`config.mk`:
```
export PLATFORM = sky130hd
export DESIGN_NAME = hsbrgb_round
export DESIGN_NICKNAME = d
export VERILOG_FILES = /design/src/hdl/hsbrgb_pkg.sv /design/src/hdl/hsbrgb_round.sv
export SDC_FILE = /design/constraint.sdc
export NUM_CORES = 1
export LEC_CHECK = 0
export BUFFER_PORTS_ARGS = -buffer_cell sky130_fd_sc_hd__buf_2
export CAP_MARGIN = 5
export CORE_ASPECT_RATIO = 1.25
export CORE_MARGIN = 5
export CORE_UTILIZATION = 35
export CTS_BUF_LIST = sky130_fd_sc_hd__clkbuf_4 sky130_fd_sc_hd__clkbuf_8
export DETAILED_ROUTE_END_ITERATION = 7
export PLACE_DENSITY = 0.75
export SLEW_MARGIN = 0
export SYNTH_ARGS = -nofsm -noshare
export SYNTH_HDL_FRONTEND = slang
export SYNTH_SLANG_ARGS = --single-unit
```
`constraint.sdc`:
```
create_clock -name clk -period 2.5 [get_ports clk]
set_input_delay 0 -clock clk [delete_from_list [all_inputs] [get_ports clk]]
set_output_delay 0 -clock clk [all_outputs]
set_load 0.01 [all_outputs]
```
`src/hdl/hsbrgb_pkg.sv`:
```
// ----------------------------------------------------------------------------
// hsbrgb_pkg: shared types and constants for the hsb to rgb converter
// fixed-point formats, stage records and hue sector codes
// ----------------------------------------------------------------------------
package hsbrgb_pkg;

	// number formats
	localparam int HUE_BITS        = 16;
	localparam int LEVEL_FRAC_BITS = 15;
	localparam int CHAN_W          = 8;

	// level with one integer bit, so 1.0 fits
	localparam int LVL_W       = LEVEL_FRAC_BITS + 1;
	// brightness times 255
	localparam int VSC_W       = LEVEL_FRAC_BITS + CHAN_W;
	// level multiplier, up to one times a full hue turn
	localparam int MUL_W       = LEVEL_FRAC_BITS + HUE_BITS + 1;
	localparam int TOTAL_SHIFT = 2 * LEVEL_FRAC_BITS + HUE_BITS;
	localparam int PQ_W        = TOTAL_SHIFT + CHAN_W;
	localparam int P_SHIFT     = 2 * LEVEL_FRAC_BITS;
	localparam int PP_W        = P_SHIFT + CHAN_W;

	localparam logic [LVL_W-1:0]    LVL_ONE  = LVL_W'(1) << LEVEL_FRAC_BITS;
	localparam logic [HUE_BITS:0]   HUE_ONE  = (HUE_BITS+1)'(1) << HUE_BITS;
	localparam logic [MUL_W-1:0]    FULL_MUL = MUL_W'(1) << (MUL_W - 1);
	localparam logic [PQ_W-1:0]     RND_Q    = PQ_W'(1) << (TOTAL_SHIFT - 1);
	localparam logic [PP_W-1:0]     RND_P    = PP_W'(1) << (P_SHIFT - 1);
	localparam logic [VSC_W-1:0]    RND_V    = VSC_W'(1) << (LEVEL_FRAC_BITS - 1);

	// six hue sectors, named by the color at their start
	typedef enum logic [2:0] {
		SEC_RED     = 3'd0,
		SEC_YELLOW  = 3'd1,
		SEC_GREEN   = 3'd2,
		SEC_CYAN    = 3'd3,
		SEC_BLUE    = 3'd4,
		SEC_MAGENTA = 3'd5
	} sector_t;

	// stage 1: clamped levels and hue position
	typedef struct packed {
		sector_t             sector;
		logic [LVL_W-1:0]    sat;
		logic [HUE_BITS-1:0] frac;
		logic [HUE_BITS:0]   frac_c;
		logic [VSC_W-1:0]    vscaled;
	} s1_t;

	// stage 2: level multipliers
	typedef struct packed {
		sector_t          sector;
		logic [VSC_W-1:0] vscaled;
		logic [LVL_W-1:0] sat_c;
		logic [MUL_W-1:0] mul_q;
		logic [MUL_W-1:0] mul_t;
	} s2_t;

	// stage 3: scaled products before rounding
	typedef struct packed {
		sector_t          sector;
		logic [VSC_W-1:0] vscaled;
		logic [PP_W-1:0]  prod_p;
		logic [PQ_W-1:0]  prod_q;
		logic [PQ_W-1:0]  prod_t;
	} s3_t;

	// result pixel, red in the low bits
	typedef struct packed {
		logic [CHAN_W-1:0] blue;
		logic [CHAN_W-1:0] green;
		logic [CHAN_W-1:0] red;
	} rgb_t;

endpackage

```
`src/hdl/hsbrgb_round.sv`:
```
// ----------------------------------------------------------------------------
// hsbrgb_round: fourth pipeline stage and output register
// rounds each level half up to 8 bits and routes them by hue sector
// ----------------------------------------------------------------------------
module hsbrgb_round (
	input  logic              clk,
	input  logic              arst_n,
	input  logic              vld_s3,
	output logic              in_rdy,
	input  hsbrgb_pkg::s3_t   data_s3,
	output logic              vld_s4,
	input  logic              out_rdy,
	output hsbrgb_pkg::rgb_t  data_s4
);

	logic [hsbrgb_pkg::VSC_W-1:0]   sum_v;
	logic [hsbrgb_pkg::PP_W-1:0]    sum_p;
	logic [hsbrgb_pkg::PQ_W-1:0]    sum_q;
	logic [hsbrgb_pkg::PQ_W-1:0]    sum_t;
	logic [hsbrgb_pkg::CHAN_W-1:0]  cv;
	logic [hsbrgb_pkg::CHAN_W-1:0]  cp;
	logic [hsbrgb_pkg::CHAN_W-1:0]  cq;
	logic [hsbrgb_pkg::CHAN_W-1:0]  ct;
	hsbrgb_pkg::rgb_t               nxt;

	assign in_rdy = !vld_s4 || out_rdy;

	// round half up, keep the top byte
	assign sum_v = data_s3.vscaled + hsbrgb_pkg::RND_V;
	assign sum_p = data_s3.prod_p + hsbrgb_pkg::RND_P;
	assign sum_q = data_s3.prod_q + hsbrgb_pkg::RND_Q;
	assign sum_t = data_s3.prod_t + hsbrgb_pkg::RND_Q;

	assign cv = sum_v[hsbrgb_pkg::VSC_W-1:hsbrgb_pkg::LEVEL_FRAC_BITS];
	assign cp = sum_p[hsbrgb_pkg::PP_W-1:hsbrgb_pkg::P_SHIFT];
	assign cq = sum_q[hsbrgb_pkg::PQ_W-1:hsbrgb_pkg::TOTAL_SHIFT];
	assign ct = sum_t[hsbrgb_pkg::PQ_W-1:hsbrgb_pkg::TOTAL_SHIFT];

	// sector routing of v, p, q, t to red, green, blue
	always_comb begin
		unique case (data_s3.sector)
			hsbrgb_pkg::SEC_RED: begin
				nxt.red = cv; nxt.green = ct; nxt.blue = cp;
			end
			hsbrgb_pkg::SEC_YELLOW: begin
				nxt.red = cq; nxt.green = cv; nxt.blue = cp;
			end
			hsbrgb_pkg::SEC_GREEN: begin
				nxt.red = cp; nxt.green = cv; nxt.blue = ct;
			end
			hsbrgb_pkg::SEC_CYAN: begin
				nxt.red = cp; nxt.green = cq; nxt.blue = cv;
			end
			hsbrgb_pkg::SEC_BLUE: begin
				nxt.red = ct; nxt.green = cp; nxt.blue = cv;
			end
			default: begin
				nxt.red = cv; nxt.green = cp; nxt.blue = cq;
			end
		endcase
	end

	// valid bit
	always_ff @(posedge clk or negedge arst_n) begin
		if (!arst_n) begin
			vld_s4 <= 1'b0;
		end else if (in_rdy) begin
			vld_s4 <= vld_s3;
		end
	end

	// payload
	always_ff @(posedge clk) begin
		if (vld_s3 && in_rdy) begin
			data_s4 <= nxt;
		end
	end

endmodule

```
==> flow_summary.ini <==
[run_status]
outcome = finished clean

[logic_synthesis]
synth_edf_count = 24
synth-main-ff-cell = edfxtp_1
synth_top_area_frac = 0.299
synth_area_per_cell_sq_um = 8.56
async_flop_share = 0.0400
yosys-top-cells-area = edfxtp_1 (30%), xor2_1 (5.8%), mux2i_1 (5.4%)
synth_cells = 282
synth.yosys.seq_area_share = 0.309
synth_cell_types = 50
synth.largest_area_cell = edfxtp_1
yosysWarnings = 0
synth_area_sq_um = 2410
syn_nets = 462
ys_ff_latch = 25

[timing]
min_period_ns = 1.59
max-slew-margin-rel = 0.249
maxSlewViolCount = 0
hold_violations = 0
finalSetupTns_ns = 0
finalClockSkew_ns = 0.00833
rsz0062_at_grt = false
max_freq_mhz = 631
setup_viol = 0
tightest_slew_ns = 1.12
setup_ws_ns = 0.914
holdWs_ns = 0.0344
finalCritPeriodShare = 0.634

[place]
portBuffers = 68
placed_cell_area_sq_um = 2820
place_ws_ns = 0.723
routabilityCongestion = 0.860
dp_hpwl_um = 5330

[critical_path]
critPathArrivalTime_ns = 1.58
crit_type = in -> reg
worstPathMaxFanout = 23
end_kind = register
start_kind = input port
path_buf_inv = 1
critPathSlowestCell = nor2_1
cp.required_ns = 2.50
path_cells = buf_2 -> nor2_1 -> o21ai_0 -> o21ai_0 -> o21ai_0
cpMostUsedCell = o21ai_0
cp_top_family = simple AND/OR/NAND/NOR gates
critical_path.max_stage_delay_ns = 0.91

[die]
fp.dieH_um = 103
die_w_um = 84.3
coreArea_sq_um = 6650
start_util = 0.363
num_io_pins = 202
rows = 33
die_area_sq_um = 8670

[global_routing]
grt_pass1_wl_um = 10700
globalRouteOverflowTotal = 0
antenna_found_initial = 0
track_usage = 0.152
grt_max_degree = 41
grt_pass1_vias = 2204

[routing]
dr.pass1.iters = 4
drcViolationCount = 0
wl_um = 6700
drt_iter0_drc = 116
drt.antenna.violating_nets = 0
wl_per_cell_um = 15.6
vias_per_cell = 5.66
vias = 2426

[layout]
antenna_cells = 0
final_common_cell = buf_2
utilization = 0.434
nFillCells = 667
drive_gt1_frac = 0.251
finalInstanceArea_sq_um = 2890
mostFrequentLayoutCells = buf_2 (68), nand2_1 (27), edfxtp_1 (24)
area_growth_syn_to_layout_pct = 19.6
final_nets = 523

[clocking]
clk_latency_ns = 0.27
cts_made_buffers = 3
root_buffer = clkbuf_8
cts.path.max_buffers = 2
clk_pin_slew_ns = 0.08
cts_tree = built
htreeDepth = 1
post-cts-setup-buffers = 0
clkSinkCount = 25
post_cts_resized = 0

[power]
p_per_area_nw_per_um2 = 402
p_leak_nw = 1.12
irDropWorstVdd_mv = 0.202

[hold_path]
worstHoldPathType = in -> reg

[flow_run]
maxCapViolCount = 0
-- tightest hold or removal path, stage by stage --
cell      delay, ns
buf_2          0.07
nand2b_1       0.12
nand2b_1       0.07
-- stage by stage --
step	std cells	total power, mW
after global placement	423	0.907
after global routing	429	1.23
after detailed placement	423	0.917
final	429	1.16
after CTS	429	1.16
after floorplan	282	0.770
-- worst paths after layout --
| path | endpoint | from | slack [ns] | cells after the start |
|---|---|---|---|---|
| max in group asynchronous | vld_s4 | arst_n | 2.37 | 2 |
| worst max-delay path | data_s4[1] | data_s3[170] | 0.91 | 5 |
| worst min register to register | vld_s4 | vld_s4 | 0.54 | 2 |
| min in group asynchronous | vld_s4 | arst_n | 0.04 | 2 |
| worst min-delay path | vld_s4 | out_rdy | 0.03 | 3 |
| worst max register to register | data_s4[18] | vld_s4 | 1.26 | 3 |
-- sequential cells by signal (all words and copies together) (netlist names) --
register,cells
vld_s4,1
data_s4,24
-- cells by family (layout without fill, tap and decap cells) --
group,after synthesis,count (layout),synth area share
and+or+nand+nor,108,108,0.233
buffers and inverters,21,81,0.0352
xor gates and xnor gates,30,30,0.109
DFF,25,25,0.309
adders and majority gates,4,4,0.0207
muxes,17,17,0.0726
AOI/OAI and AO/OA,77,77,0.220
-- cell type report --
class | count | area, sq um | area share
multi-input combinational | 236 | 1580 | 0.548
timing repair buffer | 74 | 390 | 0.135
inverter | 3 | 11.3 | 0.00390
sequential | 25 | 746 | 0.258
tap | 87 | 109 | 0.0377
clock buffer | 4 | 48.8 | 0.0169
-- power by group --
group          leakage (nW)  internal, mW  switching (mW)  total, mW
Clock                0.0262         0.125           0.122      0.247
Combinational         0.859         0.161           0.240      0.401
Sequential            0.240         0.504         0.00749      0.512
-- Yosys cell counts (2+ instances only) --
master,count
nand2_1,27
edfxtp_1,24
nor2_1,21
o21ai_0,20
nand3_1,18
xor2_1,16
a21oi_1,14
xnor2_1,14
mux2i_1,13
a22oi_1,9
clkbuf_1,9
nand4_1,9
o211ai_1,8
nor2b_1,7
a211oi_1,5
buf_2,5
nand2b_1,5
buf_1,4
ha_1,4
mux2_2,4
a32oi_1,3
and4_1,3
inv_1,3
or4_1,3
a221oi_1,2
a22o_1,2
nand4b_1,2
nor3_1,2
o221ai_1,2
or2_2,2
or3_1,2
or4b_1,2
-- metal layers --
layer  up-vias  routed length [um]  part of all wire  global-route usage
li1       1189                   -                 -                   -
met1      1122                2970              0.44               0.196
met2       106                3260              0.49               0.267
met3         9                 399             0.060              0.0144
met4         0                  83             0.012              0.0483
met5         -                   0                 0                   0
-- timing repair --
action                                  4_1_cts  5_1_grt
hold buffers                                  2        0
hold endpoints to repair                      2        0
endpoints found under the setup margin        0        0
Note: power is estimated with default switching activity, not from simulation.
