$ cat src/hdl/hsbrgb_pkg.sv
// ----------------------------------------------------------------------------
// hsbrgb_pkg: shared types and constants for the hsb to rgb converter
// fixed-point formats, stage records and hue sector codes
// ----------------------------------------------------------------------------
package hsbrgb_pkg;

	// number formats
	localparam int HUE_BITS        = 16;
	localparam int LEVEL_FRAC_BITS = 15;
	localparam int CHAN_W          = 8;

	// level with one integer bit, so 1.0 fits
	localparam int LVL_W       = LEVEL_FRAC_BITS + 1;
	// brightness times 255
	localparam int VSC_W       = LEVEL_FRAC_BITS + CHAN_W;
	// level multiplier, up to one times a full hue turn
	localparam int MUL_W       = LEVEL_FRAC_BITS + HUE_BITS + 1;
	localparam int TOTAL_SHIFT = 2 * LEVEL_FRAC_BITS + HUE_BITS;
	localparam int PQ_W        = TOTAL_SHIFT + CHAN_W;
	localparam int P_SHIFT     = 2 * LEVEL_FRAC_BITS;
	localparam int PP_W        = P_SHIFT + CHAN_W;

	localparam logic [LVL_W-1:0]    LVL_ONE  = LVL_W'(1) << LEVEL_FRAC_BITS;
	localparam logic [HUE_BITS:0]   HUE_ONE  = (HUE_BITS+1)'(1) << HUE_BITS;
	localparam logic [MUL_W-1:0]    FULL_MUL = MUL_W'(1) << (MUL_W - 1);
	localparam logic [PQ_W-1:0]     RND_Q    = PQ_W'(1) << (TOTAL_SHIFT - 1);
	localparam logic [PP_W-1:0]     RND_P    = PP_W'(1) << (P_SHIFT - 1);
	localparam logic [VSC_W-1:0]    RND_V    = VSC_W'(1) << (LEVEL_FRAC_BITS - 1);

	// six hue sectors, named by the color at their start
	typedef enum logic [2:0] {
		SEC_RED     = 3'd0,
		SEC_YELLOW  = 3'd1,
		SEC_GREEN   = 3'd2,
		SEC_CYAN    = 3'd3,
		SEC_BLUE    = 3'd4,
		SEC_MAGENTA = 3'd5
	} sector_t;

	// stage 1: clamped levels and hue position
	typedef struct packed {
		sector_t             sector;
		logic [LVL_W-1:0]    sat;
		logic [HUE_BITS-1:0] frac;
		logic [HUE_BITS:0]   frac_c;
		logic [VSC_W-1:0]    vscaled;
	} s1_t;

	// stage 2: level multipliers
	typedef struct packed {
		sector_t          sector;
		logic [VSC_W-1:0] vscaled;
		logic [LVL_W-1:0] sat_c;
		logic [MUL_W-1:0] mul_q;
		logic [MUL_W-1:0] mul_t;
	} s2_t;

	// stage 3: scaled products before rounding
	typedef struct packed {
		sector_t          sector;
		logic [VSC_W-1:0] vscaled;
		logic [PP_W-1:0]  prod_p;
		logic [PQ_W-1:0]  prod_q;
		logic [PQ_W-1:0]  prod_t;
	} s3_t;

	// result pixel, red in the low bits
	typedef struct packed {
		logic [CHAN_W-1:0] blue;
		logic [CHAN_W-1:0] green;
		logic [CHAN_W-1:0] red;
	} rgb_t;

endpackage

$ cat src/hdl/hsbrgb_scale.sv
// ----------------------------------------------------------------------------
// hsbrgb_scale: third pipeline stage
// multiplies scaled brightness by each level multiplier
// ----------------------------------------------------------------------------
module hsbrgb_scale (
	input  logic             clk,
	input  logic             arst_n,
	input  logic             vld_s2,
	output logic             in_rdy,
	input  hsbrgb_pkg::s2_t  data_s2,
	output logic             vld_s3,
	input  logic             out_rdy,
	output hsbrgb_pkg::s3_t  data_s3
);

	logic [hsbrgb_pkg::VSC_W+hsbrgb_pkg::MUL_W-1:0]  pq;
	logic [hsbrgb_pkg::VSC_W+hsbrgb_pkg::MUL_W-1:0]  pt;
	logic [hsbrgb_pkg::VSC_W+hsbrgb_pkg::LVL_W-1:0]  pp;
	hsbrgb_pkg::s3_t                                 nxt;

	assign in_rdy = !vld_s3 || out_rdy;

	// one multiplier per level
	assign pq = data_s2.vscaled * data_s2.mul_q;
	assign pt = data_s2.vscaled * data_s2.mul_t;
	assign pp = data_s2.vscaled * data_s2.sat_c;

	always_comb begin
		nxt.sector  = data_s2.sector;
		nxt.vscaled = data_s2.vscaled;
		nxt.prod_p  = pp[hsbrgb_pkg::PP_W-1:0];
		nxt.prod_q  = pq[hsbrgb_pkg::PQ_W-1:0];
		nxt.prod_t  = pt[hsbrgb_pkg::PQ_W-1:0];
	end

	// valid bit
	always_ff @(posedge clk or negedge arst_n) begin
		if (!arst_n) begin
			vld_s3 <= 1'b0;
		end else if (in_rdy) begin
			vld_s3 <= vld_s2;
		end
	end

	// payload
	always_ff @(posedge clk) begin
		if (vld_s2 && in_rdy) begin
			data_s3 <= nxt;
		end
	end

endmodule

$ cat config.mk
export PLATFORM = sky130hd
export DESIGN_NAME = hsbrgb_scale
export DESIGN_NICKNAME = d
export VERILOG_FILES = /design/src/hdl/hsbrgb_pkg.sv /design/src/hdl/hsbrgb_scale.sv
export SDC_FILE = /design/constraint.sdc
export NUM_CORES = 2
export LEC_CHECK = 0
export ABC_AREA = 0
export BUFFER_PORTS_ARGS = -buffer_cell sky130_fd_sc_hd__buf_4
export CORE_ASPECT_RATIO = 0.5
export CORE_UTILIZATION = 35
export CTS_BUF_LIST = sky130_fd_sc_hd__clkbuf_8
export DETAILED_ROUTE_END_ITERATION = 8
export GPL_ROUTABILITY_DRIVEN = 0
export HOLD_SLACK_MARGIN = 0.08
export PLACE_DENSITY = 0.49
export SLEW_MARGIN = 20
export SYNTH_ARGS = -nofsm -noshare
export SYNTH_HDL_FRONTEND = slang
export SYNTH_SLANG_ARGS = --single-unit
$ cat constraint.sdc
create_clock -name clk -period 7.9 [get_ports clk]
set_input_delay 1.975 -clock clk [delete_from_list [all_inputs] [get_ports clk]]
set_output_delay 1.975 -clock clk [all_outputs]
set_load 0.01 [all_outputs]
==> impl_results.rst <==
.. list-table::
   :header-rows: 1

   * - Metric
     - Value
   * - Routed wire length
     - 192300 microns
   * - HPWL after detailed placement
     - 156600 microns
   * - Worst Setup Start Kind
     - input pin
   * - Layout cell share with drive strength beyond 1
     - 0.1975
   * - Sinks on the clock net
     - 173
   * - Number of standard cells after synthesis
     - 6939
   * - Post-Syn Area per Cell
     - 9.215 sq um
   * - Number of antenna violations at the first check in global routing
     - 11
   * - Number of design rule violations left after detail routing
     - 0
   * - Async set or reset register ratio after synthesis
     - 0.005780
   * - Pin count of the biggest net entering global routing
     - 89
   * - Most common cell after layout, fill and taps aside
     - inv_1
   * - Period utilization
     - 1.007
   * - Post-synth top area cell
     - fa_1
   * - Placed insts
     - 10.08k
   * - H-tree depth
     - 4
   * - Vias in the first global route
     - 51.86k
   * - Highest-count cells in the layout ignoring fill and taps
     - 1594 x inv_1, 1485 x fa_1, 1138 x nand2_1, 1027 x buf_4, 762 x and2_1
   * - Area growth syn-to-layout
     - 22.71%
   * - Most common cell on crit path
     - fa_1
   * - Syn Nets
     - 9051
   * - Worst setup EP type
     - flop
   * - Footprint of the multi-input gates
     - 52700 sq um
   * - Count of cell types in the netlist
     - 79
   * - Number of warnings printed during yosys synthesis
     - 0
   * - Number of CTS-inserted buffers
     - 25
   * - Post-route worst setup slack
     - -0.05532 ns
   * - Most used DFF post-synth
     - edfxtp_1
   * - TritonCTS clock tree
     - done
   * - Arrival time at the worst endpoint
     - 8.36 ns
   * - Worst-margin pin slew
     - 0.7446 ns
   * - Final #Nets
     - 9892
   * - CP cell instances
     - buf_16 -> buf_12 -> nand2_1 -> fa_1 -> fa_2 -> fa_1 -> fa_2 -> inv_1 -> fa_1 -> fa_1 -> inv_1 -> fa_1 -> inv_1 -> ha_4 -> and3_4 -> nand2_1 -> or4_4 -> o31ai_4 -> a2111o_1 -> a311o_1 -> nand3_2 -> o31ai_4 -> xor2_1
   * - Vertical extent of the die
     - 304.2 microns
   * - Cell Rows
     - 110
   * - Final routed wire length divided by cell count
     - 18.85 microns
   * - Global-route wire length before repair
     - 302700 microns
   * - Number of flops mapped to enable cells by yosys
     - 172
   * - Path class of the lowest-slack min-delay path
     - reg -> reg
   * - Synthesized area
     - 63940 sq um
   * - Seq. cell area
     - 5190 sq um
   * - Number of hold buffers added after cts
     - 0
   * - Via total after detailed routing
     - 47.97k
   * - Filler instances
     - 17.98k
   * - Area of the core
     - 180700 sq um
   * - Finish-stage setup viols
     - 3
   * - Count of placed standard cells in the final layout, fillers left out
     - 10.20k
   * - Clock transition at path regs
     - 0.12 ns
   * - Worst path slowest cell
     - fa_1
   * - Full die area
     - 184500 sq um
   * - Violated checks
     - negative setup slack
   * - X dimension of the die
     - 606.5 microns
   * - Post-route cell area
     - 78460 sq um
   * - GRT Util Overall
     - 0.2140
   * - Clock root buffer
     - clkbuf_8
   * - Congestion Overflow GR
     - 0
   * - Maximum Capacitance Violations
     - 0
   * - Biggest area contributors in the synthesized netlist
     - fa_1 48%, inv_1 9.5%, ha_1 9.0%
   * - Count of endpoints failing hold in the final timing report
     - 0
   * - Maximum clock skew at final layout
     - 0.03791 ns
   * - Clock latency reported for the late side of the worst-skew pair
     - 0.67 ns
   * - Min cycle time layout
     - 7.955 ns
   * - Largest stage delay, worst path
     - 0.56 ns
   * - Post-synthesis sequential element count
     - 173
   * - Worst Path Class, Setup
     - in -> reg
   * - Number of slew-limit violations in the final report
     - 0
   * - Vias per std cell
     - 4.701
   * - RSZ-0062 raised after global routing
     - true
   * - Maximum fanout along the worst path
     - 13
   * - Headroom to the max-slew limit
     - 0.5036
   * - Maximum count of clock buffers along a single path
     - 3
   * - Detailed router's first-iteration violation count
     - 2181
   * - Status
     - finished, violations left
   * - DR pass1 iterations
     - 7
   * - Area share of the leading cell type in the synthesized netlist
     - 0.4831
   * - Sequential area share after synthesis
     - 0.08117
   * - Required time at the endpoint of the critical path
     - 8.31 ns
   * - Post-route antenna net violation count
     - 0
   * - Standard cell area after detailed placement
     - 74860 sq um
   * - Aggregate negative setup slack
     - -0.1241 ns
   * - Count of buffers inserted at the top-level ports
     - 283
   * - IO Pins
     - 284
   * - Maximum achievable frequency
     - 125.7 MHz
   * - Starting density of the core
     - 0.3538
layout make-up:
type                       instances  share of cell area
multi-input combinational       4745              0.6717
timing repair buffer            1215              0.1404
inverter                        1620             0.07750
sequential                       173             0.06614
tap                             2408             0.03840
clock buffer                      25            0.004385
clock inverter                     8            0.001148
antenna                            9           0.0002870
Yosys cell counts (all sizes together), types with 21 or more instances:
| cell | count |
|---|---|
| buf | 62 |
| nand3 | 25 |
| o21ai | 71 |
| nor3 | 30 |
| a31oi | 22 |
| nand2 | 1151 |
| xor2 | 39 |
| nor2 | 90 |
| edfxtp | 172 |
| and2 | 779 |
| a21oi | 125 |
| inv | 1620 |
| a21o | 82 |
| nand4 | 21 |
| ha | 459 |
| and3 | 23 |
| xnor2 | 96 |
| fa | 1543 |
| clkbuf | 339 |
registers in the layout, summed over array words and instances (netlist names):
signal,flops
vld_s3,1
data_s3,172
cells by family after synthesis:
| family | Yosys count | synth area share |
|---|---|---|
| compound gates | 427 | 0.04403 |
| xor+xnor | 135 | 0.01849 |
| fa+ha+maj | 2002 | 0.5729 |
| buf+inv | 2021 | 0.1189 |
| flops | 173 | 0.08117 |
| mux | 2 | 0.0003327 |
| simple gates | 2179 | 0.1642 |
layer usage:
metal  track usage  wire (microns)
met3       0.02033            7118
met1        0.2856           83920
met5             0               0
met4       0.04128            4221
met2        0.3783           97030
critical path: cells and delay by family:
kind	cells	cell delay [ns]
buf+inv	5	0.48
simple gates	5	0.99
xor+xnor	1	0.09
fa+ha+maj	8	3.89
compound gates	4	0.85
worst paths after layout:
| kind | start | endpoint | slack, ns | cells past startpoint |
|---|---|---|---|---|
| setup / recovery | data_s2[82] | data_s3[105] | -0.06 | 23 |
| hold / removal | vld_s3 | vld_s3 | 0.57 | 2 |
| setup reg to reg | vld_s3 | data_s3[126] | 5.71 | 3 |
| hold reg to reg | vld_s3 | vld_s3 | 0.57 | 2 |
| max in group asynchronous | arst_n | vld_s3 | 6.77 | 1 |
| min in group asynchronous | arst_n | vld_s3 | 1.05 | 1 |
through the flow:
step	setup slack [ns]	hold slack, ns	utilization
after global routing	-0.2469	0.6058	0.4341
after global placement	-1.198	0.5283	0.4142
after CTS	-0.07578	0.5674	0.4237
after detailed placement	-1.294	0.5343	0.4142
final	-0.05532	0.5665	0.4342
after floorplan	-0.3694	0.6221	-
repair_timing:
action                     4_1_cts  5_1_grt
cloned                          11       12
resized for setup              163      304
setup buffers                   21       39
pin swaps                       77      170
setup endpoints to repair       52       52
Power is left out: the tool's default activity adds up to more than one toggle a clock period on the data nets, which glitch-free logic cannot reach.
