File: src/hdl/hsbrgb_pkg.sv
// ----------------------------------------------------------------------------
// hsbrgb_pkg: shared types and constants for the hsb to rgb converter
// fixed-point formats, stage records and hue sector codes
// ----------------------------------------------------------------------------
package hsbrgb_pkg;

	// number formats
	localparam int HUE_BITS        = 16;
	localparam int LEVEL_FRAC_BITS = 15;
	localparam int CHAN_W          = 8;

	// level with one integer bit, so 1.0 fits
	localparam int LVL_W       = LEVEL_FRAC_BITS + 1;
	// brightness times 255
	localparam int VSC_W       = LEVEL_FRAC_BITS + CHAN_W;
	// level multiplier, up to one times a full hue turn
	localparam int MUL_W       = LEVEL_FRAC_BITS + HUE_BITS + 1;
	localparam int TOTAL_SHIFT = 2 * LEVEL_FRAC_BITS + HUE_BITS;
	localparam int PQ_W        = TOTAL_SHIFT + CHAN_W;
	localparam int P_SHIFT     = 2 * LEVEL_FRAC_BITS;
	localparam int PP_W        = P_SHIFT + CHAN_W;

	localparam logic [LVL_W-1:0]    LVL_ONE  = LVL_W'(1) << LEVEL_FRAC_BITS;
	localparam logic [HUE_BITS:0]   HUE_ONE  = (HUE_BITS+1)'(1) << HUE_BITS;
	localparam logic [MUL_W-1:0]    FULL_MUL = MUL_W'(1) << (MUL_W - 1);
	localparam logic [PQ_W-1:0]     RND_Q    = PQ_W'(1) << (TOTAL_SHIFT - 1);
	localparam logic [PP_W-1:0]     RND_P    = PP_W'(1) << (P_SHIFT - 1);
	localparam logic [VSC_W-1:0]    RND_V    = VSC_W'(1) << (LEVEL_FRAC_BITS - 1);

	// six hue sectors, named by the color at their start
	typedef enum logic [2:0] {
		SEC_RED     = 3'd0,
		SEC_YELLOW  = 3'd1,
		SEC_GREEN   = 3'd2,
		SEC_CYAN    = 3'd3,
		SEC_BLUE    = 3'd4,
		SEC_MAGENTA = 3'd5
	} sector_t;

	// stage 1: clamped levels and hue position
	typedef struct packed {
		sector_t             sector;
		logic [LVL_W-1:0]    sat;
		logic [HUE_BITS-1:0] frac;
		logic [HUE_BITS:0]   frac_c;
		logic [VSC_W-1:0]    vscaled;
	} s1_t;

	// stage 2: level multipliers
	typedef struct packed {
		sector_t          sector;
		logic [VSC_W-1:0] vscaled;
		logic [LVL_W-1:0] sat_c;
		logic [MUL_W-1:0] mul_q;
		logic [MUL_W-1:0] mul_t;
	} s2_t;

	// stage 3: scaled products before rounding
	typedef struct packed {
		sector_t          sector;
		logic [VSC_W-1:0] vscaled;
		logic [PP_W-1:0]  prod_p;
		logic [PQ_W-1:0]  prod_q;
		logic [PQ_W-1:0]  prod_t;
	} s3_t;

	// result pixel, red in the low bits
	typedef struct packed {
		logic [CHAN_W-1:0] blue;
		logic [CHAN_W-1:0] green;
		logic [CHAN_W-1:0] red;
	} rgb_t;

endpackage

File: src/hdl/hsbrgb_sector.sv
// ----------------------------------------------------------------------------
// hsbrgb_sector: first pipeline stage
// clamps levels, splits hue into sector and fraction, scales brightness by 255
// ----------------------------------------------------------------------------
module hsbrgb_sector (
	input  logic                               clk,
	input  logic                               arst_n,
	input  logic                               in_vld,
	output logic                               in_rdy,
	input  logic [hsbrgb_pkg::HUE_BITS-1:0]    hue_frac,
	input  logic [hsbrgb_pkg::LVL_W-1:0]       sat_level,
	input  logic [hsbrgb_pkg::LVL_W-1:0]       bright_level,
	output logic                               vld_s1,
	input  logic                               out_rdy,
	output hsbrgb_pkg::s1_t                    data_s1
);

	logic [hsbrgb_pkg::HUE_BITS+2:0]  h6;
	logic [hsbrgb_pkg::LVL_W-1:0]     sat_c;
	logic [hsbrgb_pkg::LVL_W-1:0]     bri_c;
	logic [hsbrgb_pkg::VSC_W:0]       vsc_full;
	hsbrgb_pkg::s1_t                  nxt;

	// stage advances when empty or when downstream takes it
	assign in_rdy = !vld_s1 || out_rdy;

	// clamp levels above one
	assign sat_c = (sat_level > hsbrgb_pkg::LVL_ONE) ? hsbrgb_pkg::LVL_ONE : sat_level;
	assign bri_c = (bright_level > hsbrgb_pkg::LVL_ONE) ? hsbrgb_pkg::LVL_ONE : bright_level;

	// hue times six by shift and add
	assign h6 = ({3'b000, hue_frac} << 2) + ({3'b000, hue_frac} << 1);

	// brightness times 255
	assign vsc_full = ({bri_c, {hsbrgb_pkg::CHAN_W{1'b0}}})
		- {{hsbrgb_pkg::CHAN_W{1'b0}}, bri_c};

	always_comb begin
		nxt.sector  = hsbrgb_pkg::sector_t'(h6[hsbrgb_pkg::HUE_BITS+2:hsbrgb_pkg::HUE_BITS]);
		nxt.sat     = sat_c;
		nxt.frac    = h6[hsbrgb_pkg::HUE_BITS-1:0];
		nxt.frac_c  = hsbrgb_pkg::HUE_ONE - {1'b0, h6[hsbrgb_pkg::HUE_BITS-1:0]};
		nxt.vscaled = vsc_full[hsbrgb_pkg::VSC_W-1:0];
	end

	// valid bit
	always_ff @(posedge clk or negedge arst_n) begin
		if (!arst_n) begin
			vld_s1 <= 1'b0;
		end else if (in_rdy) begin
			vld_s1 <= in_vld;
		end
	end

	// payload
	always_ff @(posedge clk) begin
		if (in_vld && in_rdy) begin
			data_s1 <= nxt;
		end
	end

endmodule

File: config.mk
export PLATFORM = sky130hd
export DESIGN_NAME = hsbrgb_sector
export DESIGN_NICKNAME = d
export VERILOG_FILES = /design/src/hdl/hsbrgb_pkg.sv /design/src/hdl/hsbrgb_sector.sv
export SDC_FILE = /design/constraint.sdc
export NUM_CORES = 1
export LEC_CHECK = 0
export BUFFER_PORTS_ARGS = -buffer_cell sky130_fd_sc_hd__clkbuf_2
export CAP_MARGIN = 10
export CORE_MARGIN = 5
export CORE_UTILIZATION = 40
export CTS_CLUSTER_DIAMETER = 150
export DETAILED_ROUTE_END_ITERATION = 7
export PLACE_DENSITY = 0.69
export REMOVE_ABC_BUFFERS = 1
export SLEW_MARGIN = 20
export SYNTH_ARGS = -nofsm -noshare
export SYNTH_HDL_FRONTEND = slang
export SYNTH_SLANG_ARGS = --single-unit
File: constraint.sdc
create_clock -name clk -period 3.54 [get_ports clk]
set_clock_uncertainty 0.05 [all_clocks]
set_input_delay 0.177 -clock clk [delete_from_list [all_inputs] [get_ports clk]]
set_output_delay 0.177 -clock clk [all_outputs]
set_load 0.02 [all_outputs]
==> run summary, run 1 <==
max-slew headroom at the worst pin: 38.4%
placer congestion estimate: 0.907
Placed Cells: 643
Final Instance Area: 5340 sq um
worst min path class: in -> reg
crit path launch type: input pin
crit path DAT: 3.38 ns
first-pass GRT wire length: 15900 microns
Final Hold Viols: 0
Hold EP: data_s1[24]
clock buffer depth: 2
vias in the first global route: 3340
synth cell count leaders: 72 x edfxtp_1, 25 x ha_1, 25 x nor2_1
unrepaired setup endpoints after global routing: no
max-cap viol count: 0
period utilization: 93.9%
status: completed
clock slew at reported path FFs: 0.07 ns
crit-path max FO: 5
CTS tree: done
DRT Pass-1 Iters: 4
count of nets after finishing: 598
H-Tree Depth: 3
Async SR Flop Fraction: 1.37%
hold_ws: 0.0314 ns
Die Area: 12800 sq um
largest net degree at the start of global routing: 73
Port Buffer Count: 126
Setup-failing EPs final: 0
peak supply drop: 0.000166 V
top-count cell post-synth: edfxtp_1
clk sink count: 73
later-pin clock latency in the skew report: 0.35 ns
Layout area overhead: 25.2%
CP required: 3.60 ns
Routed wire per std cell: 14.8 microns
dominant synthesized flop cell: edfxtp_1
reg2reg path depth: 3
CP Class: in -> reg
total power: 2.30 mW
DP Wirelength: 7570 microns
dpl cell area: 5130 sq um
Via-to-Cell Ratio: 5.12
count of unique library cells instantiated by Yosys: 61
layout cell share with drive strength beyond 1: 34.1%
#FFs+latches synth: 73
DR iter-0 viols: 171
Yosys Warn Count: 0
Ant. Diodes: 0
final slew viol count: 0
cell taking the most area after synthesis: edfxtp_1
largest cells by area after synthesis: edfxtp_1 51%, ha_1 7.3%, xnor2_1 3.9%
WHS Path Cells: 1
Chip Height: 113 microns
core footprint: 10400 sq um
Fmax: 301 MHz
chip width: 113 microns
Initial Utilization: 41.1%
Non-Filler Instances: 661
cts bufs inserted: 9
cell area after synthesis: 4260 sq um
Worst Tran Pin Value: 0.923 ns
Worst setup EP type: register
number of flops mapped to enable cells by yosys: 72
Synth Instances: 376
Remaining DRCs: 0
r2r setup slk: 1.73 ns
reg2reg start: vld_s1
Tot GR Track Use: 15.6%
PwrDens: 430 nW/um^2
# rows: 37
fin crit period: 3.32 ns
antenna-violating nets left: 0
reg2reg end: data_s1[46]
clk root buf: clkbuf_8
vias: 3385
hold path startpoint: hue_frac[0]
final WL: 9800 microns
register area share after synthesis: 51.3%
Lkg Pwr: 2.27 nW
Top Ports: 129
Overflow after GRT: 0
Yosys top cell area share: 50.7%
initial antenna violation count: 0
Post-Syn Area per Cell: 11.3 sq um
## how the worst max path moves through the flow
stage                          from     endpoint  slack (ns)
floorplan           bright_level[2]  data_s1[22]       0.004
global placement    bright_level[2]  data_s1[22]       0.008
detailed placement  bright_level[2]  data_s1[22]       -0.12
CTS                 bright_level[2]  data_s1[22]        0.25
global route        bright_level[2]  data_s1[22]        0.03
finish              bright_level[2]  data_s1[22]        0.22
## sequential cells by signal, summed over array words and instances, names as in the netlist
signal / cells
data_s1: 72
vld_s1: 1
## critical path, stage by stage
cell and delay [ns]:
clkbuf_2 0.09, or4_4 0.53, or3_4 0.36, o41ai_4 0.44, and2_2 0.22, ha_1 0.14
nand4_1 0.13, nor4_1 0.28, nor2_1 0.13, a221oi_2 0.40, o21ai_4 0.10, o22a_2 0.24
o21a_1 0.16
## metal layers
| metal | up-vias | part of all wire, % | GRT usage, % |
|---|---|---|---|
| met4 | 0 | 2.0 | 8.17 |
| met5 | - | 0 | 0 |
| met2 | 100 | 50 | 26.7 |
| met1 | 1580 | 42 | 18.7 |
| met3 | 15 | 5.6 | 2.62 |
| li1 | 1690 | - | - |
## layout by cell type, fill, tap and decap left out, drive strengths merged, types with 6 or more instances in the layout
cell type	n
clkbuf	135
edfxtp	72
nor2	25
ha	25
o21ai	24
nor2b	22
nand2	22
inv	20
a21oi	19
xnor2	19
buf	17
nor4	13
xor2	13
or3	8
nor3	7
o21a	6
a21o	6
and2	6
## stage by stage
step | utilization (%) | setup TNS (ns) | setup WS [ns]
floorplan | - | 0 | 0.00427
global placement | 49.5 | 0 | 0.00766
detailed placement | 49.5 | -0.196 | -0.117
CTS | 51.5 | 0 | 0.251
global route | 51.5 | 0 | 0.0278
finish | 51.5 | 0 | 0.216
## cell families after synthesis
group / count (synthesis) / synth area share [%]
AO/OA/AOI/OAI: 83 / 13.8
other: 1 / 0.0879
multiplexers: 5 / 1.26
XOR/XNOR: 32 / 6.57
buffers and inverters: 32 / 3.17
adder cells (fa/ha/maj): 26 / 7.81
AND/OR/NAND/NOR: 124 / 16.0
flip-flops: 73 / 51.3
## layout make-up
type / count / area, sq um
clock buffer: 9 / 124
clock inverter: 7 / 60.1
fill: 938 / 5030
inverter: 19 / 71.3
multi-input combinational: 272 / 1950
sequential: 73 / 2190
tap: 136 / 170
timing repair buffer: 145 / 778
## repair_timing
| action | 4_1_cts | 5_1_grt |
|---|---|---|
| setup buffers | 0 | 0 |
| resized for setup | 0 | 0 |
| hold endpoints to repair | 2 | 0 |
| hold buffers | 2 | 0 |
## report_power, final
| part | internal, mW | switching (mW) |
|---|---|---|
| Clock | 0.318 | 0.306 |
| Sequential | 1.06 | 0.0223 |
| Combinational | 0.224 | 0.368 |
Note: power is estimated with default switching activity, not from simulation.
==> run 2, diff against run 1 <==
--- a/config.mk
+++ b/config.mk
@@ -5,13 +5,14 @@
 export SDC_FILE = /design/constraint.sdc
 export NUM_CORES = 1
 export LEC_CHECK = 0
+export ABC_CLOCK_PERIOD_IN_PS = 3540
 export BUFFER_PORTS_ARGS = -buffer_cell sky130_fd_sc_hd__clkbuf_2
 export CAP_MARGIN = 10
 export CORE_MARGIN = 5
-export CORE_UTILIZATION = 40
+export CORE_UTILIZATION = 25
 export CTS_CLUSTER_DIAMETER = 150
 export DETAILED_ROUTE_END_ITERATION = 7
-export PLACE_DENSITY = 0.69
+export PLACE_DENSITY = 0.49
 export REMOVE_ABC_BUFFERS = 1
 export SLEW_MARGIN = 20
 export SYNTH_ARGS = -nofsm -noshare
==> run 2 against run 1 <==
Non-clock buffer count grew 5. Sequential power about the same. Utilization shrank 18 points. Clock-buffer cell count unchanged. Total power rose by 14%. Critical path depth up 1. Wire length grew 12%. First-iteration DRC count down 20%. Cell area is 4.8% higher. Worst setup slack improved by 0.037 ns.
==> run summary, run 2 (synthesis gave the netlist of run 1 again) <==
period utilization: 92.8%
final WL: 11000 microns
commonest non-fill, non-tap cell in the layout: clkbuf_2
unrepaired setup endpoints after global routing: no
largest registers: data_s1 x72, vld_s1 x1
Final Hold Viols: 0
peak supply drop: 0.000215 V
largest net degree at the start of global routing: 73
antenna-violating nets left: 0
# rows: 47
PwrDens: 466 nW/um^2
crit-path leading delay family: simple AND/OR/NAND/NOR gates
DRT Pass-1 Iters: 4
Top Ports: 129
Biggest register: data_s1
CTS tree: done
Overflow after GRT: 0
crit-path max FO: 4
Final WS setup: 0.253 ns
Ant. Diodes: 0
Setup TNS: 0 ns
Tot GR Track Use: 11.1%
CP required: 3.71 ns
DR iter-0 viols: 137
pre-CTS WS: -0.0918 ns
clock slew at reported path FFs: 0.07 ns
vias in the first global route: 3511
placer congestion estimate: 0.852
Chip Height: 141 microns
Remaining DRCs: 0
Worst Tran Pin Value: 0.983 ns
Non-Filler Instances: 750
crit path launch type: input pin
fin util: 33.6%
Die Area: 19800 sq um
status: completed
cts bufs inserted: 9
CP peak stage delay: 0.54 ns
CP Cell Sequence: clkbuf_2 > or4_4 > or3_4 > o41ai_4 > and2_2 > ha_1 > nand4_1 > nor4_1 > o21ai_0 > a221oi_2 > o21ai_4 > buf_4 > o2111ai_1 > o21a_1
H-Tree Depth: 3
Placed Cells: 732
Final Instance Area: 5590 sq um
Port Buffer Count: 126
Setup Buffers After CTS: 0
clk root buf: clkbuf_16
Via-to-Cell Ratio: 4.52
DP Wirelength: 8620 microns
vias: 3387
Setup-failing EPs final: 0
total power: 2.61 mW
clk sink count: 73
buffers and inverters on the worst path: 2
chip width: 141 microns
Fmax: 304 MHz
Fill cells: 1733
Lkg Pwr: 2.34 nW
first-pass GRT wire length: 17500 microns
core footprint: 16600 sq um
Initial Utilization: 25.6%
max-slew headroom at the worst pin: 34.5%
Routed wire per std cell: 14.6 microns
Worst setup EP type: register
worst min path class: in -> reg
hold_ws: 0.0486 ns
final slew viol count: 0
initial antenna violation count: 0
max-cap viol count: 0
crit path DAT: 3.45 ns
count of nets after finishing: 603
Slowest cell on crit path: or4_4
Layout area overhead: 31.2%
layout cell share with drive strength beyond 1: 35.1%
CP Class: in -> reg
dpl cell area: 5280 sq um
Largest register FFs: 72
fin crit period: 3.29 ns
later-pin clock latency in the skew report: 0.34 ns
most frequent cells in the layout: 126 x clkbuf_2, 72 x edfxtp_1, 25 x nor2_1, 25 x ha_1
PostCTS Resize Cnt: 0
clock buffer depth: 2
==> run 2: cell count changes in the layout (fill, tap and decap cells not counted) <==
cell,change
and2_4,+1
buf_4,+5
clkinv_2,-1
clkbuf_16,+9
clkbuf_8,-9
clkinvlp_4,+3
and2_2,-1
clkinv_1,-2
==> run 2: timing repair <==
item                       in CTS  in global routing
hold endpoints to repair        2                  0
hold buffers                    2                  0
setup endpoints to repair       0                  0
==> run 2: final cells by class <==
| class | count | area, sq um | area share, % |
|---|---|---|---|
| Sequential cell | 73 | 2190 | 39.1 |
| Inverter | 19 | 71.3 | 1.28 |
| Multi-Input combinational cell | 272 | 1950 | 34.8 |
| Timing Repair Buffer | 150 | 816 | 14.6 |
| Tap cell | 220 | 275 | 4.92 |
| Clock inverter | 7 | 70.1 | 1.25 |
| Clock buffer | 9 | 225 | 4.03 |
==> run 2: per-layer routing <==
| layer | part of all wire, % | vias to the layer above | track usage [%] |
|---|---|---|---|
| met3 | 5.0 | 11 | 2.57 |
| met4 | 2.0 | 0 | 5.35 |
| met2 | 51 | 92 | 19.9 |
| li1 | - | 1701 | - |
| met5 | 0 | - | 0 |
| met1 | 42 | 1583 | 12.3 |
==> run 2: where the power goes <==
part           internal (mW)  switching (mW)  total, mW
Sequential              1.06          0.0212       1.08
Combinational          0.231           0.378      0.609
Clock                  0.544           0.376      0.921
==> run 2: worst paths after layout <==
path	from	end	slack, ns	cells after the start
setup / recovery	bright_level[2]	data_s1[22]	0.25	14
hold / removal	hue_frac[0]	data_s1[24]	0.05	1
setup reg to reg	vld_s1	data_s1[48]	1.77	2
hold reg to reg	vld_s1	vld_s1	0.50	2
max in group asynchronous	arst_n	vld_s1	3.27	2
min in group asynchronous	arst_n	vld_s1	0.09	2
==> run 2: worst reg2reg max path, delay by kind of cell (launching register included) <==
family,cells,cell delay [ns]
flops,1,0.38
simple gates,2,0.91
